`src/rtl/packet_header_whitelist_filter_defines.svh`:
```
// assertion macros for the whitelist filter
`ifndef PACKET_HEADER_WHITELIST_FILTER_DEFINES_SVH
`define PACKET_HEADER_WHITELIST_FILTER_DEFINES_SVH

`ifndef NO_ASSERTIONS
`define PHWF_ASSERT_IMP(lbl, clk, rst_n, ante, cons) \
    lbl: assert property (@(posedge clk) disable iff (!rst_n) (ante) |-> (cons)) \
        else $error("assertion failed");
`define PHWF_ASSERT_NXT(lbl, clk, rst_n, ante, cons) \
    lbl: assert property (@(posedge clk) disable iff (!rst_n) (ante) |=> (cons)) \
        else $error("assertion failed");
`else
`define PHWF_ASSERT_IMP(lbl, clk, rst_n, ante, cons)
`define PHWF_ASSERT_NXT(lbl, clk, rst_n, ante, cons)
`endif

`endif

```
`src/rtl/phwf_pkg.sv`:
```
package phwf_pkg;

    localparam int NUM_TABLES = 7;
    localparam int CNT_W      = 4;
    localparam int ADDR_W     = 5;
    localparam int IP_W       = 32;
    localparam int PORT_W     = 16;
    localparam int MAC_W      = 48;
    localparam int PROTO_W    = 8;
    localparam int LEN_W      = 16;

    localparam logic [LEN_W-1:0] SHORT_LIMIT = 16'd42;

    typedef enum logic [2:0] {
        TBL_SRC_IP   = 3'd0,
        TBL_DST_IP   = 3'd1,
        TBL_SRC_PORT = 3'd2,
        TBL_DST_PORT = 3'd3,
        TBL_SRC_MAC  = 3'd4,
        TBL_DST_MAC  = 3'd5,
        TBL_PROTO    = 3'd6
    } table_id_t;

    typedef enum logic {
        OP_CLASSIFY = 1'b0,
        OP_WRITE    = 1'b1
    } opcode_t;

endpackage

```
`src/rtl/packet_header_whitelist_filter.sv`:
```
// packet header whitelist filter
// command channel: a word is taken at a rising edge with start high and busy
// low; busy is always low, so one word can be taken every cycle
// opcode 0 classifies a parsed header, opcode 1 loads one table entry
// result channel: done is high for one cycle with accepted and short_frame;
// the receiver cannot stall, so each result is shown exactly once
// a word passes the input register, the compare logic and the result
// register before its result strobe; throughput one word per cycle, set by
// the combinational, parallel compare of every table entry against the header
// a table write lands at the compare stage, so the next word already sees it
// apb port: entry counts at byte address 4*i, one per table, zero disables
// that table; the user must write counts only while no word is in flight,
// which the block leaves unchecked; reset clears the counts and the pipeline
// valid bits; table contents are undefined until written
`include "packet_header_whitelist_filter_defines.svh"

module packet_header_whitelist_filter
    import phwf_pkg::*;
#(
    parameter int TABLE_DEPTH = 8
)
(
    input  logic                clk,
    input  logic                rst_n,
    input  logic                start,
    output logic                busy,
    input  logic                opcode,
    input  logic [2:0]          table_id,
    input  logic [2:0]          entry_index,
    input  logic [MAC_W-1:0]    entry_value,
    input  logic [LEN_W-1:0]    frame_length,
    input  logic [IP_W-1:0]     src_ip,
    input  logic [IP_W-1:0]     dst_ip,
    input  logic [PORT_W-1:0]   src_port,
    input  logic [PORT_W-1:0]   dst_port,
    input  logic [MAC_W-1:0]    src_mac,
    input  logic [MAC_W-1:0]    dst_mac,
    input  logic [PROTO_W-1:0]  ip_protocol,
    output logic                done,
    output logic                accepted,
    output logic                short_frame,
    input  logic                psel,
    input  logic                penable,
    input  logic                pwrite,
    input  logic [ADDR_W-1:0]   paddr,
    input  logic [31:0]         pwdata,
    output logic [31:0]         prdata,
    output logic                pready
);

    logic [CNT_W-1:0]    cnt_reg [NUM_TABLES];
    logic [2:0]          reg_sel;
    logic                cfg_we;

    logic                s1_valid_reg;
    logic                s1_op_reg;
    logic [2:0]          s1_tid_reg;
    logic [2:0]          s1_idx_reg;
    logic [MAC_W-1:0]    s1_val_reg;
    logic [LEN_W-1:0]    s1_len_reg;
    logic [IP_W-1:0]     s1_src_ip_reg;
    logic [IP_W-1:0]     s1_dst_ip_reg;
    logic [PORT_W-1:0]   s1_src_port_reg;
    logic [PORT_W-1:0]   s1_dst_port_reg;
    logic [MAC_W-1:0]    s1_src_mac_reg;
    logic [MAC_W-1:0]    s1_dst_mac_reg;
    logic [PROTO_W-1:0]  s1_proto_reg;

    logic [IP_W-1:0]     src_ip_tbl   [TABLE_DEPTH];
    logic [IP_W-1:0]     dst_ip_tbl   [TABLE_DEPTH];
    logic [PORT_W-1:0]   src_port_tbl [TABLE_DEPTH];
    logic [PORT_W-1:0]   dst_port_tbl [TABLE_DEPTH];
    logic [MAC_W-1:0]    src_mac_tbl  [TABLE_DEPTH];
    logic [MAC_W-1:0]    dst_mac_tbl  [TABLE_DEPTH];
    logic [PROTO_W-1:0]  proto_tbl    [TABLE_DEPTH];

    logic [NUM_TABLES-1:0] hit;
    logic [NUM_TABLES-1:0] pass;
    logic                  is_short;
    logic                  tbl_wr;
    logic                  accepted_next;
    logic                  short_next;

    logic                done_reg;
    logic                accepted_reg;
    logic                short_reg;

    assign busy   = 1'b0;
    assign pready = 1'b1;

    // config registers
    assign reg_sel = paddr[ADDR_W-1:2];
    assign cfg_we  = psel && penable && pwrite && pready;

    always_ff @(posedge clk or negedge rst_n)
    begin
        if (!rst_n)
        begin
            for (int t = 0; t < NUM_TABLES; t++)
            begin
                cnt_reg[t] <= '0;
            end
        end
        else if (cfg_we && (int'(reg_sel) < NUM_TABLES))
        begin
            cnt_reg[reg_sel] <= pwdata[CNT_W-1:0];
        end
    end

    always_comb
    begin
        prdata = '0;
        if (int'(reg_sel) < NUM_TABLES)
        begin
            prdata = {{(32-CNT_W){1'b0}}, cnt_reg[reg_sel]};
        end
    end

    // input register
    always_ff @(posedge clk or negedge rst_n)
    begin
        if (!rst_n)
        begin
            s1_valid_reg <= 1'b0;
        end
        else
        begin
            s1_valid_reg <= start && !busy;
        end
    end

    always_ff @(posedge clk)
    begin
        if (start && !busy)
        begin
            s1_op_reg       <= opcode;
            s1_tid_reg      <= table_id;
            s1_idx_reg      <= entry_index;
            s1_val_reg      <= entry_value;
            s1_len_reg      <= frame_length;
            s1_src_ip_reg   <= src_ip;
            s1_dst_ip_reg   <= dst_ip;
            s1_src_port_reg <= src_port;
            s1_dst_port_reg <= dst_port;
            s1_src_mac_reg  <= src_mac;
            s1_dst_mac_reg  <= dst_mac;
            s1_proto_reg    <= ip_protocol;
        end
    end

    // table writes
    assign tbl_wr = s1_valid_reg && (s1_op_reg == OP_WRITE);

    always_ff @(posedge clk)
    begin
        for (int i = 0; i < TABLE_DEPTH; i++)
        begin
            if (tbl_wr && (int'(s1_idx_reg) == i))
            begin
                case (s1_tid_reg)
                    TBL_SRC_IP:   src_ip_tbl[i]   <= s1_val_reg[IP_W-1:0];
                    TBL_DST_IP:   dst_ip_tbl[i]   <= s1_val_reg[IP_W-1:0];
                    TBL_SRC_PORT: src_port_tbl[i] <= s1_val_reg[PORT_W-1:0];
                    TBL_DST_PORT: dst_port_tbl[i] <= s1_val_reg[PORT_W-1:0];
                    TBL_SRC_MAC:  src_mac_tbl[i]  <= s1_val_reg;
                    TBL_DST_MAC:  dst_mac_tbl[i]  <= s1_val_reg;
                    TBL_PROTO:    proto_tbl[i]    <= s1_val_reg[PROTO_W-1:0];
                    default:      ;
                endcase
            end
        end
    end

    // parallel compare, entries past the count are ignored
    always_comb
    begin
        hit = '0;
        for (int i = 0; i < TABLE_DEPTH; i++)
        begin
            hit[TBL_SRC_IP] = hit[TBL_SRC_IP] ||
                ((i < int'(cnt_reg[TBL_SRC_IP])) && (src_ip_tbl[i] == s1_src_ip_reg));
            hit[TBL_DST_IP] = hit[TBL_DST_IP] ||
                ((i < int'(cnt_reg[TBL_DST_IP])) && (dst_ip_tbl[i] == s1_dst_ip_reg));
            hit[TBL_SRC_PORT] = hit[TBL_SRC_PORT] ||
                ((i < int'(cnt_reg[TBL_SRC_PORT])) && (src_port_tbl[i] == s1_src_port_reg));
            hit[TBL_DST_PORT] = hit[TBL_DST_PORT] ||
                ((i < int'(cnt_reg[TBL_DST_PORT])) && (dst_port_tbl[i] == s1_dst_port_reg));
            hit[TBL_SRC_MAC] = hit[TBL_SRC_MAC] ||
                ((i < int'(cnt_reg[TBL_SRC_MAC])) && (src_mac_tbl[i] == s1_src_mac_reg));
            hit[TBL_DST_MAC] = hit[TBL_DST_MAC] ||
                ((i < int'(cnt_reg[TBL_DST_MAC])) && (dst_mac_tbl[i] == s1_dst_mac_reg));
            hit[TBL_PROTO] = hit[TBL_PROTO] ||
                ((i < int'(cnt_reg[TBL_PROTO])) && (proto_tbl[i] == s1_proto_reg));
        end
        for (int t = 0; t < NUM_TABLES; t++)
        begin
            pass[t] = (cnt_reg[t] == '0) || hit[t];
        end
    end

    assign is_short      = (s1_len_reg <= SHORT_LIMIT);
    assign short_next    = (s1_op_reg == OP_CLASSIFY) && is_short;
    assign accepted_next = (s1_op_reg == OP_CLASSIFY) && !is_short && (&pass);

    // result register
    always_ff @(posedge clk or negedge rst_n)
    begin
        if (!rst_n)
        begin
            done_reg <= 1'b0;
        end
        else
        begin
            done_reg <= s1_valid_reg;
        end
    end

    always_ff @(posedge clk)
    begin
        if (s1_valid_reg)
        begin
            accepted_reg <= accepted_next;
            short_reg    <= short_next;
        end
    end

    assign done        = done_reg;
    assign accepted    = accepted_reg;
    assign short_frame = short_reg;

    `PHWF_ASSERT_NXT(a_result_follows, clk, rst_n, s1_valid_reg, done)
    `PHWF_ASSERT_NXT(a_no_spurious_result, clk, rst_n, !s1_valid_reg, !done)
    `PHWF_ASSERT_IMP(a_short_rejected, clk, rst_n, done, !(accepted && short_frame))
    `PHWF_ASSERT_NXT(a_write_not_accepted, clk, rst_n, tbl_wr, !accepted && !short_frame)
    `PHWF_ASSERT_NXT(a_short_flagged, clk, rst_n,
        s1_valid_reg && (s1_op_reg == OP_CLASSIFY) && is_short, short_frame)

endmodule

```
`config.mk`:
```
export PLATFORM = sky130hd
export DESIGN_NAME = packet_header_whitelist_filter
export DESIGN_NICKNAME = d
export VERILOG_FILES = /design/src/rtl/phwf_pkg.sv /design/src/rtl/packet_header_whitelist_filter.sv
export VERILOG_INCLUDE_DIRS = /design/src /design/src/rtl
export SDC_FILE = /design/constraint.sdc
export NUM_CORES = 2
export LEC_CHECK = 0
export BUFFER_PORTS_ARGS = -buffer_cell sky130_fd_sc_hd__buf_4
export CORE_UTILIZATION = 46
export CTS_CLUSTER_DIAMETER = 200
export DETAILED_ROUTE_END_ITERATION = 7
export GPL_TIMING_DRIVEN = 0
export PLACE_DENSITY_LB_ADDON = 0.15
export SLEW_MARGIN = 25
export SYNTH_ARGS = -nofsm -noshare
export SYNTH_HDL_FRONTEND = slang
export SYNTH_SLANG_ARGS = --single-unit
```
`constraint.sdc`:
```
create_clock -name clk -period 3.95 [get_ports clk]
set_clock_uncertainty 0.2 [all_clocks]
set_input_delay 0.1975 -clock clk [delete_from_list [all_inputs] [get_ports clk]]
set_output_delay 0.1975 -clock clk [all_outputs]
set_load 0.005 [all_outputs]
```
Word-level counts from Yosys, hierarchy flattened
Memories as Yosys holds them, arrays and structs flattened.
Cells that the tools add are included.
Storage, ports and cells
  register bits after elaboration: 303
  RAM bits: 1600
  output and inout bits: 37
  memories kept: 7
Memory list
  dst_mac_tbl: depth 8, width 48, read ports 8, clocked after memory_dff 0, wr ports 1, RTL line packet_header_whitelist_filter.sv:74  | logic [MAC_W-1:0] dst_mac_tbl [TABLE_DEPTH];
  src_mac_tbl: depth 8, width 48, read ports 8, clocked after memory_dff 0, wr ports 1, RTL line packet_header_whitelist_filter.sv:73  | logic [MAC_W-1:0] src_mac_tbl [TABLE_DEPTH];
  dst_ip_tbl: depth 8, width 32, read ports 8, clocked after memory_dff 0, wr ports 1, RTL line packet_header_whitelist_filter.sv:70  | logic [IP_W-1:0] dst_ip_tbl [TABLE_DEPTH];
  src_ip_tbl: depth 8, width 32, read ports 8, clocked after memory_dff 0, wr ports 1, RTL line packet_header_whitelist_filter.sv:69  | logic [IP_W-1:0] src_ip_tbl [TABLE_DEPTH];
  dst_port_tbl: depth 8, width 16, read ports 8, clocked after memory_dff 0, wr ports 1, RTL line packet_header_whitelist_filter.sv:72  | logic [PORT_W-1:0] dst_port_tbl [TABLE_DEPTH];
  src_port_tbl: depth 8, width 16, read ports 8, clocked after memory_dff 0, wr ports 1, RTL line packet_header_whitelist_filter.sv:71  | logic [PORT_W-1:0] src_port_tbl [TABLE_DEPTH];
  1 more memories
Cells by class
  magnitude comparators: 60
  equal/unequal tests: 69
  multiplexer cells: 273
  bitwise logic cells: 2
  reductions and logical operators: 188
Operators by type and width (count)
  48-bit equality test: 16
  48-bit 2-to-1 mux: 14
  48-bit OR reduction: 14
  32-bit equality test: 16
  32-bit 2-to-1 mux: 14
  32-bit OR reduction: 14
  16-bit equality test: 16
  16-bit 2-to-1 mux: 14
  16-bit OR reduction: 14
  1-bit 2-to-1 mux: 168
  3-bit 2-to-1 mux: 49
  3-bit by 4-bit less-than comparator with 1-bit output (first input constant): 28
  1-bit logical AND: 72
  8-bit equality test: 8
  1-bit logical OR: 56
  1-bit by 4-bit less-than comparator with 1-bit output (first input constant): 14
  2-bit by 4-bit less-than comparator with 1-bit output (first input constant): 14
  8-bit 2-to-1 mux: 7
  8-bit OR reduction: 7
  28-bit bitwise mux: 1
  4-bit logical NOT: 7
  3-bit equality test (second input constant): 7
  16-bit by 6-bit <= comparator with 1-bit output (second input constant): 1
  4-bit 2-to-1 mux: 4
  12 further kinds: 17

Depth between registers and ports, before layout
An unclocked memory read counts as a cell.
  depth after elaboration: 13
  depth in mapped cells: 9

Worst setup path after synthesis
Ideal clock, no wire load.
  path kind: register to register
  from: register s1_tid_reg[0]
  to: memory src_mac_tbl[3][0], in the netlist src_mac_tbl[0][144] (enable)
  setup time: 454 ps
  arrival time: 3119 ps
  data required time: 3296 ps
  setup slack: 177 ps
  stages on the path, launching flop included: 4
  path buffers: 1
  clock period less this slack: 3773 ps
  cell sequence: edfxtp_1 > or3b_2 > clkbuf_1 > nor2_1
On the way
  longest elaborated chain between the ends: 12
Ends and longest elaborated chain
  from (decl): RTL line packet_header_whitelist_filter.sv:57  | logic [2:0] s1_tid_reg;
  from (signal assigned): RTL line packet_header_whitelist_filter.sv:137  | s1_tid_reg <= table_id;
  3-bit equality test (*): RTL line packet_header_whitelist_filter.sv:160  | case (s1_tid_reg)
  1-bit 2-to-1 mux (*): RTL line packet_header_whitelist_filter.sv:160
  1-bit 2-to-1 mux: RTL line packet_header_whitelist_filter.sv:158  | if (tbl_wr && (int'(s1_idx_reg) == i))
  1-bit 2-to-1 mux (implied by the code): RTL line packet_header_whitelist_filter.sv:165  | TBL_SRC_MAC: src_mac_tbl[i] <= s1_val_reg;
  48-bit OR reduction (no line)
  3-bit 2-to-1 mux (no line) / 1-bit 2-to-1 mux (equally long branches) (7 in a row)
  to (decl): RTL line packet_header_whitelist_filter.sv:73
Every way passes the cells marked *; elsewhere a longest branch is shown, timed or not.

Worst setup path after layout
  from: register s1_src_mac_reg[14]
  to: register accepted_reg, in the netlist accepted, data pin
On the way
  longest elaborated chain between the ends: 12
Ends and longest elaborated chain
  from (decl): RTL line packet_header_whitelist_filter.sv:65  | logic [MAC_W-1:0] s1_src_mac_reg;
  from (signal assigned): RTL line packet_header_whitelist_filter.sv:145  | s1_src_mac_reg <= src_mac;
  48-bit equality test: RTL line packet_header_whitelist_filter.sv:189  | ((i < int'(cnt_reg[TBL_SRC_MAC])) && (src_mac_tbl[i] == s1_src_mac_reg));
  1-bit logical AND: RTL line packet_header_whitelist_filter.sv:189
  1-bit logical OR (6 in a row): RTL line packet_header_whitelist_filter.sv:188  | hit[TBL_SRC_MAC] = hit[TBL_SRC_MAC] ||
  1-bit logical OR (*): RTL line packet_header_whitelist_filter.sv:188
  1-bit logical OR (*): RTL line packet_header_whitelist_filter.sv:197  | pass[t] = (cnt_reg[t] == '0) || hit[t];
  7-bit AND reduction (*): RTL line packet_header_whitelist_filter.sv:203  | assign accepted_next = (s1_op_reg == OP_CLASSIFY) && !is_short && (&pass);
  1-bit logical AND (*): RTL line packet_header_whitelist_filter.sv:203
  named net accepted_next: RTL line packet_header_whitelist_filter.sv:81  | logic accepted_next;
  to (signal assigned): RTL line packet_header_whitelist_filter.sv:222  | accepted_reg <= accepted_next;
  to (decl): RTL line packet_header_whitelist_filter.sv:85  | logic accepted_reg;
Mark *: on every way through the listed nets, which the timed path passes. The rest lies on a longest branch.
A chain may end at the register's enable or synchronous reset.

==> summary.txt <==
Run status
  – Status: finished with violations
  – Failing checks: setup timing

Placed design
  – Dpl hpwl: 161 mm
  – Port Buffers: 289
  – Final Wtd Congestion: 0.831

Clock tree
  – H-tree depth: 4
  – Clock transition at path regs: 0.06 ns
  – CTS tree: yes
  – CTS Buf Count: 200
  – Root Driver: clkbuf_16
  – Clk sinks: between 1500 and 2000
  – Clock Latency Late Sink: 0.83 ns
  – Worst-case clock buffer depth: 3

Timing
  – Hold Vio Cnt, Final: 0
  – Slew headroom: 0.249
  – RSZ-0062 raised after global routing: no
  – Final period utilization: 1.00
  – Slew @ Worst Pin: 1.13 ns
  – Total negative setup slack: -0.00216 ns
  – Min Hold Slack: 0.0783 ns
  – Final min period: ~4.0 ns
  – F_max: 0.253 GHz
  – Setup WS post-layout: -0.00216 ns
  – # setup viols final: 1
  – Max-slew violation count: 0

Pwr
  – IR drop worst, VDD: a little over 400 µV
  – Power Dens Cells: 471 nW/µm²
  – Pleak: 33.0 nW

Finish
  – Most common cell after layout, fill and taps aside: edfxtp_1
  – Post-layout util: 0.590
  – Layout Area Growth over Synthesis: 27.3%
  – Layout fillers: 12700
  – Largest registers: dst_mac_tbl (384), src_mac_tbl (384)
  – Nets: 6162
  – Multi-input logic area: ~19000 µm²
  – FF+latch area: roughly 57000 µm²
  – Most frequent cells in the layout: edfxtp_1, xor2_1, xnor2_1, dlygate4sd3_1, buf_4
  – Share of cells above drive strength 1: 0.179

Critical path
  – Worst Setup Start Kind: register
  – Most frequent CP cell: nor4_1
  – CP Cell Sequence: buf_2 > xor2_1 > nor4_1 > nand4_1 > nor4_1 > a41oi_1 > o41ai_1 > nor4_2 > nor4_4
  – Crit path max-delay cell type: nor4_1
  – Family with the most delay on the worst path: simple AND/OR/NAND/NOR gates
  – Worst EP arrival: 4.35 ns
  – Largest fanout on the critical path: 8
  – Crit Path Class: register to register
  – CP max stage delay: 0.63 ns
  – CP endpoint kind: register
  – Crit path required time: 4.35 ns
  – Buffers and inverters on the worst path: 1

Floorplan
  – Starting Density: 0.463
  – Core Region: 167000 µm²
  – FP Rows: 150
  – I/O Pins: 351
  – Die area: between 150000 and 200000 µm²
  – Height of the chip: 412 µm
  – Die Wd: 412 µm

Job
  – Max-cap violations: 0

Global route
  – Antenna violations before repair: 13
  – Met1 Use GR: 0.395
  – GR Util met3: 0.0550
  – Most Crowded Layer GR: met2
  – Largest net degree at the start of global routing: just under 90
  – Total gr overflow: 0
  – Met2 usage: 0.461
  – First-pass GRT wire length: 334 mm
  – Vias in the first global route: ~44000
  – Global-route usage over all layers: 0.286

Logic synthesis
  – Main synth FF type: edfxtp_1
  – Synth Area in Compound Gates: 0.0107
  – Async set-reset flop share out of synthesis: 0.0158
  – Simple-Gate Fraction of Synth Area: 0.0501
  – Synthesized area per cell: 16.9 µm²
  – Register area share after synthesis: 0.737
  – EDFF count, synth: 1873
  – Multiplexer share of the synthesized area: 0.00545
  – Syn. warnings: 0
  – Mapped Cells: 4565
  – Syn Std Cell Area: 77400 µm²
  – Number of distinct library cells after synthesis: 63
  – Adder-Cell Fraction of Synth Area: 0
  – Post-synthesis xor/xnor area fraction: 0.177
  – FF+latch count, synth: 1903
  – Largest family of logic cells by synthesized area: XOR/XNOR gates

Drt
  – First-pass iteration count of the detailed router: 5
  – DRT Wirelength: ~240 mm
  – Starting DRT DRC Count: ~5300
  – DRC: 0
  – WL/cell: a little under 30 µm
  – Vias: 45200
  – DR vias/cell: 5.50
  – Final ANT Viol Nets: 0

Worst hold path
  – Hold Crit Class: input pin to register
==> final timing paths <==
kind,endpoint,from,slack (ns),cells after the start
setup / recovery,accepted,s1_src_mac_reg[14],-0.002,9
hold / removal,cnt_reg[0],pwdata[0],0.08,4
setup reg to reg,accepted,s1_src_mac_reg[14],-0.002,9
hold reg to reg,done,s1_valid_reg,0.36,0
max in group asynchronous,cnt_reg[24],rst_n,3.14,4
min in group asynchronous,done,rst_n,0.20,4
==> metrics by stage <==
step	worst slack, ns	instance area [µm²]	power [mW]	instances
3_3_place_gp	-2.13	82400	27.4	7086
3_5_place_dp	-0.499	86500	27.9	7294
2_1_floorplan	0.177	77500	25.4	4593
4_1_cts	0.00705	98500	46.6	8223
6_report	-0.00216	98500	46.4	8223
5_1_grt	0.0487	98500	47.6	8222
==> power breakdown <==
part           leakage (nW)  switching (mW)  internal, mW
clock network          3.09            7.92          10.5
registers              17.4           0.479          22.7
logic                  12.4            2.81          1.94
total                  33.0            11.2          35.2
==> cells in the mapped netlist (all sizes together), types with 2 or more instances <==
cell | count | share of area
o41ai | 4 | 0.00045
nand3 | 28 | 0.0019
nor4 | 241 | 0.020
mux2 | 27 | 0.0039
a2111oi | 11 | 0.0017
buf | 201 | 0.016
or4 | 3 | 0.00029
nor3 | 39 | 0.0027
a22o | 3 | 0.00034
dfrtp | 30 | 0.0097
a221oi | 4 | 0.00045
inv | 33 | 0.0016
o2bb2ai | 5 | 0.00057
nand4 | 231 | 0.019
or3 | 3 | 0.00024
o21a | 2 | 0.00019
o22ai | 16 | 0.0013
mux2i | 5 | 0.00065
xor2 | 790 | 0.089
a211oi | 4 | 0.00039
o2111ai | 4 | 0.00045
conb | 2 | 0.000097
a31oi | 6 | 0.00049
nor2b | 6 | 0.00049
mux4 | 3 | 0.00087
o311ai | 5 | 0.00057
o221ai | 2 | 0.00023
edfxtp | 1873 | 0.73
nor2 | 81 | 0.0039
a21oi | 19 | 0.0012
or3b | 2 | 0.00023
nand2b | 2 | 0.00016
o21ai | 15 | 0.00097
xnor2 | 777 | 0.088
nand2 | 23 | 0.0011
o211ai | 2 | 0.00026
nand3b | 4 | 0.00039
clkbuf | 46 | 0.0022
==> final cells by class <==
cell class,count,area share
flip-flops and latches,1903,0.579
plain buffers,239,0.0139
diodes,1,0.0000254
clock inverters,112,0.0105
inverters,34,0.00130
multi-input cells,2409,0.196
clock buffers,260,0.0543
repair buffers,1061,0.118
well taps,2204,0.0280
==> metal layers <==
metal	vias to the layer above	part of all wire
li1	19400	-
met1	23300	0.41
met2	2160	0.47
met3	354	0.086
met4	0	0.028
met5	-	0
==> worst reg2reg max path, cell delays in order (launching register included) <==
cell,delay (ns)
edfxtp_1,0.55
buf_2,0.49
xor2_1,0.13
nor4_1,0.63
nand4_1,0.24
nor4_1,0.49
a41oi_1,0.22
o41ai_1,0.13
nor4_2,0.18
nor4_4,0.46
==> kinds of logic after synthesis <==
logic type,Yosys count
multiplexers,35
AO/OA/AOI/OAI,111
XOR/XNOR,1567
other,2
flip-flops,1903
AND/OR/NAND/NOR,666
buffers and inverters,281
==> timing repair <==
item                       4_1_cts  5_1_grt
hold endpoints to repair       514        0
setup endpoints to repair        1        1
hold buffers                   561        0
resized for setup                3        1
buffers inserted                 0        0
pin swaps                        0        0
Note: power is estimated with default switching activity, not from simulation.
